File: src/rtl/core/jsmc_pkg.sv
`default_nettype none
package jsmc_pkg;

	localparam int unsigned TABLE_DEPTH_DEF = 256;
	localparam int unsigned ID_WIDTH_DEF    = 32;

	localparam int unsigned INDEX_W    = 8;
	localparam int unsigned VALUE_W    = 32;
	localparam int unsigned POSITION_W = 8;
	localparam int unsigned MOVES_W    = 10;
	localparam int unsigned CFG_W      = 9;
	localparam int unsigned CFG_IDX_W  = 1;

	localparam logic [MOVES_W-1:0] MOVES_MAX = '1;

	localparam logic CMD_LOAD  = 1'b0;
	localparam logic CMD_QUERY = 1'b1;

	localparam logic [CFG_IDX_W-1:0] REG_ENTRY_COUNT = 1'd0;
	localparam logic [CFG_IDX_W-1:0] REG_JUMP_STEP   = 1'd1;

	localparam logic [CFG_W-1:0] ENTRY_COUNT_RST = 9'd0;
	localparam logic [CFG_W-1:0] JUMP_STEP_RST   = 9'd1;

	typedef struct packed {
		logic load_wr;
		logic start;
		logic rd_en;
		logic jump_adv;
		logic scan_init;
		logic scan_step;
		logic pos_inc;
		logic hit;
		logic out_load;
	} dp_cmd_t;

	typedef struct packed {
		logic pos_lt_n;
		logic pos_zero;
		logic eq;
		logic gt;
	} dp_status_t;

endpackage
`default_nettype wire

File: src/rtl/core/jsmc_ctrl.sv
`default_nettype none
module jsmc_ctrl (
	input  wire logic                 clk,
	input  wire logic                 arst_n,
	input  wire logic                 in_valid,
	input  wire logic                 cmd,
	output      logic                 in_stall,
	output      logic                 out_valid,
	input  wire logic                 out_stall,
	output      jsmc_pkg::dp_cmd_t    ctl,
	input  wire jsmc_pkg::dp_status_t sts
);
	import jsmc_pkg::*;

	typedef enum logic [6:0] {
		ST_IDLE = 7'b0000001,
		ST_JCHK = 7'b0000010,
		ST_JCMP = 7'b0000100,
		ST_SINIT = 7'b0001000,
		ST_SCHK = 7'b0010000,
		ST_SCMP = 7'b0100000,
		ST_FIN  = 7'b1000000
	} state_t;

	state_t state_q, state_d;
	logic   out_valid_q;

	always_comb begin
		state_d = state_q;
		ctl     = '0;
		unique case (state_q)
			ST_IDLE: begin
				if (in_valid) begin
					if (cmd == CMD_QUERY) begin
						ctl.start = 1'b1;
						state_d   = ST_JCHK;
					end else begin
						ctl.load_wr = 1'b1;
					end
				end
			end
			ST_JCHK: begin
				if (sts.pos_lt_n) begin
					ctl.rd_en = 1'b1;
					state_d   = ST_JCMP;
				end else if (sts.pos_zero) begin
					state_d = ST_FIN;
				end else begin
					state_d = ST_SINIT;
				end
			end
			ST_JCMP: begin
				if (sts.eq) begin
					ctl.hit = 1'b1;
					state_d = ST_FIN;
				end else if (sts.gt) begin
					state_d = ST_SINIT;
				end else begin
					ctl.jump_adv = 1'b1;
					state_d      = ST_JCHK;
				end
			end
			ST_SINIT: begin
				ctl.scan_init = 1'b1;
				state_d       = ST_SCHK;
			end
			ST_SCHK: begin
				if (sts.pos_lt_n) begin
					ctl.rd_en = 1'b1;
					state_d   = ST_SCMP;
				end else begin
					state_d = ST_FIN;
				end
			end
			ST_SCMP: begin
				ctl.scan_step = 1'b1;
				if (sts.eq) begin
					ctl.hit = 1'b1;
					state_d = ST_FIN;
				end else if (sts.gt) begin
					state_d = ST_FIN;
				end else begin
					ctl.pos_inc = 1'b1;
					state_d     = ST_SCHK;
				end
			end
			ST_FIN: begin
				if (!out_valid_q || !out_stall) begin
					ctl.out_load = 1'b1;
					state_d      = ST_IDLE;
				end
			end
			default: begin
				state_d = ST_IDLE;
			end
		endcase
	end

	always_ff @(posedge clk or negedge arst_n) begin
		if (!arst_n) begin
			state_q     <= ST_IDLE;
			out_valid_q <= 1'b0;
		end else begin
			state_q <= state_d;
			if (ctl.out_load) begin
				out_valid_q <= 1'b1;
			end else if (!out_stall) begin
				out_valid_q <= 1'b0;
			end
		end
	end

	assign in_stall  = state_q != ST_IDLE;
	assign out_valid = out_valid_q;

endmodule
`default_nettype wire

File: config.mk
export PLATFORM = sky130hd
export DESIGN_NAME = jsmc_ctrl
export DESIGN_NICKNAME = d
export VERILOG_FILES = /design/src/rtl/core/jsmc_pkg.sv /design/src/rtl/core/jsmc_ctrl.sv
export SDC_FILE = /design/constraint.sdc
export NUM_CORES = 1
export LEC_CHECK = 0
export BUFFER_PORTS_ARGS = -buffer_cell sky130_fd_sc_hd__buf_2
export CAP_MARGIN = 20
export CORE_AREA = 3 3 40 42
export CTS_CLUSTER_SIZE = 25
export DETAILED_ROUTE_END_ITERATION = 6
export DIE_AREA = 0 0 43 45
export PLACE_DENSITY = 0.77
export SYNTH_ARGS = -nofsm -noshare
export SYNTH_HDL_FRONTEND = slang
export SYNTH_SLANG_ARGS = --single-unit
File: constraint.sdc
create_clock -name clk -period 2.9 [get_ports clk]
set_clock_uncertainty 0.2 [all_clocks]
set_input_delay 0.435 -clock clk [delete_from_list [all_inputs] [get_ports clk]]
set_output_delay 0.435 -clock clk [all_outputs]
set_load 0.01 [all_outputs]
==> flow_summary.yaml <==
logic_synthesis:
  avgSynthCellArea_um2: 9.38
  synth_area_um2: 544
  ys_top_cells_by_area: "dfrtp_1 32%, dfstp_2 4.8%, nor4b_4 4.4%"
  netlist_instances: 58
  async_reset_ff_frac: 1.00
  synth_edf_count: 0
  yosys_most_used_dff: "dfrtp_1"
  netlist.area_leader.share: 0.322
  yosysSeqAreaShare: 0.370
  syn_nets: 67
  yosysMostFrequentCell: "dfrtp_1"
  ys_warn_count: 0
  synth-seq-cells: 8
  synth_top_area_cell: "dfrtp_1"
  synth_common_cells: "7 x dfrtp_1, 6 x nor2_1, 4 x nand2_1"
  yosysUniqueCellTypes: 34
clock_network:
  cts.path.max_buffers: 2
  clockRootBuffer: "clkbuf_4"
  cts_resized: 0
  clk_pin_slew_ps: 50
  clk_latency_ps: 260
  cts_hold_buf: 1
  tritoncts: "built"
  clock_sinks: 8
  numCtsBuffers: 3
  cts_htree_levels: 1
  cts_setup_buffers: 0
critical_path:
  ff2ff_path_depth: 4
  required_ps: 2270
  arrival_ps: 2040
  critical_path_peak_fanout: 8
  reg2reg_from: "state_q[1]$_DFFE_PN0P_"
  critPathCaptureType: "output port"
  r2r-end: "state_q[0]$_DFFE_PN1P_"
  reg2reg_slack_ps: 880
  worst_setup_path_start_kind: "flip-flop"
  path_class: "reg -> out"
power_and_ir_drop:
  ir_drop_mv: 0.386
  power.density_nw_per_um2: 556
  p_leak_nw: 0.320
min_path:
  hold_class: "in -> reg"
  worstHoldEndpoint: "state_q[3]$_DFFE_PN0P_"
  min_from: "sts[2]"
  hold_depth: 2
route:
  first_iter_violations: 10
  via_per_inst: 5.85
  wl_per_cell_um: 13.8
  dr.pass1.iters: 5
  vias: 550
  drc: 0
  antenna_left: 0
  wl_um: 1290
placed_design:
  finalWeightedCongestion: 0.907
  dp_hpwl_um: 1060
  port_buffers: 19
  preCtsSetupSlack_ps: 492
grt:
  antenna_found_initial: 0
  grt_pass1_vias: 469
  grt_use_total: 0.154
  grt_pass1_wl_um: 2190
  global_route.overflow_total: 0
  grt_max_degree: 13
floorplan:
  die_area_um2: 1940
  row_count: 13
  die_h_um: 45
  die_w_um: 43
  start_util: 0.424
  core-area_um2: 1280
  ios: 20
sta:
  fmax_mhz: 373
  worst_slew_pin_slew_ps: 510
  max_slew_margin: 0.657
  fin_ws_ps: 222
  fin_crit_sh: 0.923
  fin_crit_ps: 2680
  hold_violations: 0
  rsz0062_at_grt: "no"
  setup-violations-final: 0
  tns_ps: 0
  slew_violations: 0
final_layout:
  n_antenna_cell: 0
  area_growth_pct: 25.5
  drive_gt1_frac: 0.367
  fin_nets: 89
job:
  maxCapViolations: 0
status:
  status: "finished clean"
-- logic make-up after synthesis --
family / synth area share
compound gates: 0.124
xor+xnor: 0.0322
buf+inv: 0.0207
flops: 0.370
simple gates: 0.453
-- routing by layer --
layer,track usage,part of all wire,wire length [µm],up-vias
li1,-,-,-,268
met1,0.211,0.45,578,254
met2,0.219,0.46,597,26
met3,0.0677,0.084,109,2
met4,0.0482,0.0070,9,0
met5,0,0,0,-
-- where the power goes --
| group | internal, W | switching, W | total, W |
|---|---|---|---|
| registers | 0.000129 | 0.0000301 | 0.000160 |
| clock network | 0.0000529 | 0.0000418 | 0.0000947 |
| logic | 0.0000591 | 0.0000667 | 0.000126 |
| total | 0.000241 | 0.000139 | 0.000380 |
-- state kept, by name, summed over array words and instances (netlist names) --
name and count:
out_valid 1, state_q 7
-- area by class of cell --
cell class | count | area (µm²)
clock buffer | 4 | 26.3
sequential | 8 | 201
multi-input combinational | 47 | 332
timing repair buffer | 20 | 105
tap | 15 | 18.8
fill | 124 | 602
-- stage by stage --
stage	utilization	area (µm²)	hold WS [ps]	power, W	std cells
2_1_floorplan	-	544	-60.6	0.000245	58
3_3_place_gp	0.503	647	85.6	0.000282	89
3_5_place_dp	0.503	647	88.7	0.000286	89
4_1_cts	0.532	683	202	0.000384	94
5_1_grt	0.532	683	195	0.000404	94
6_report	0.532	683	209	0.000380	94
-- worst max path at each step --
stage | start | endpoint | slack [ps]
CTS | state_q[1]$_DFFE_PN0P_ | ctl[0] | 210
global route | state_q[1]$_DFFE_PN0P_ | ctl[2] | 130
global placement | state_q[1]$_DFFE_PN0P_ | ctl[0] | 530
detailed placement | state_q[1]$_DFFE_PN0P_ | ctl[0] | 490
finish | state_q[1]$_DFFE_PN0P_ | ctl[0] | 220
floorplan | state_q[1]$_DFFE_PN0P_ | ctl[0] | 630
-- critical path, cell delays in order, from the launching register on --
cell and delay, ps:
dfrtp_1 440, or4_4 580, or4b_4 530, a21oi_2 110, buf_2 130
-- cell usage in the layout (no fill, tap or decap), drive strengths merged --
cell / netlist / layout
nand4: 1 / 1
a311oi: 1 / 1
xor2: 1 / 1
dlygate4sd3: 0 / 1
or3: 1 / 1
dfstp: 1 / 1
clkbuf: 3 / 4
xnor2: 1 / 1
nor3b: 2 / 2
o32ai: 1 / 1
nor3: 3 / 3
nor4b: 3 / 3
dfrtp: 7 / 7
a211oi: 2 / 2
or4b: 1 / 1
or2: 2 / 2
nand4b: 1 / 1
buf: 0 / 19
and4b: 1 / 1
nor4: 1 / 1
nor2: 6 / 6
nand3: 3 / 3
or2b: 1 / 1
o21ai: 2 / 2
o211ai: 1 / 1
a2111oi: 1 / 1
nand3b: 1 / 1
nand2: 4 / 4
nand2b: 2 / 2
a21oi: 1 / 1
or4: 3 / 3
No activity file was read; power rests on OpenSTA's default activity.
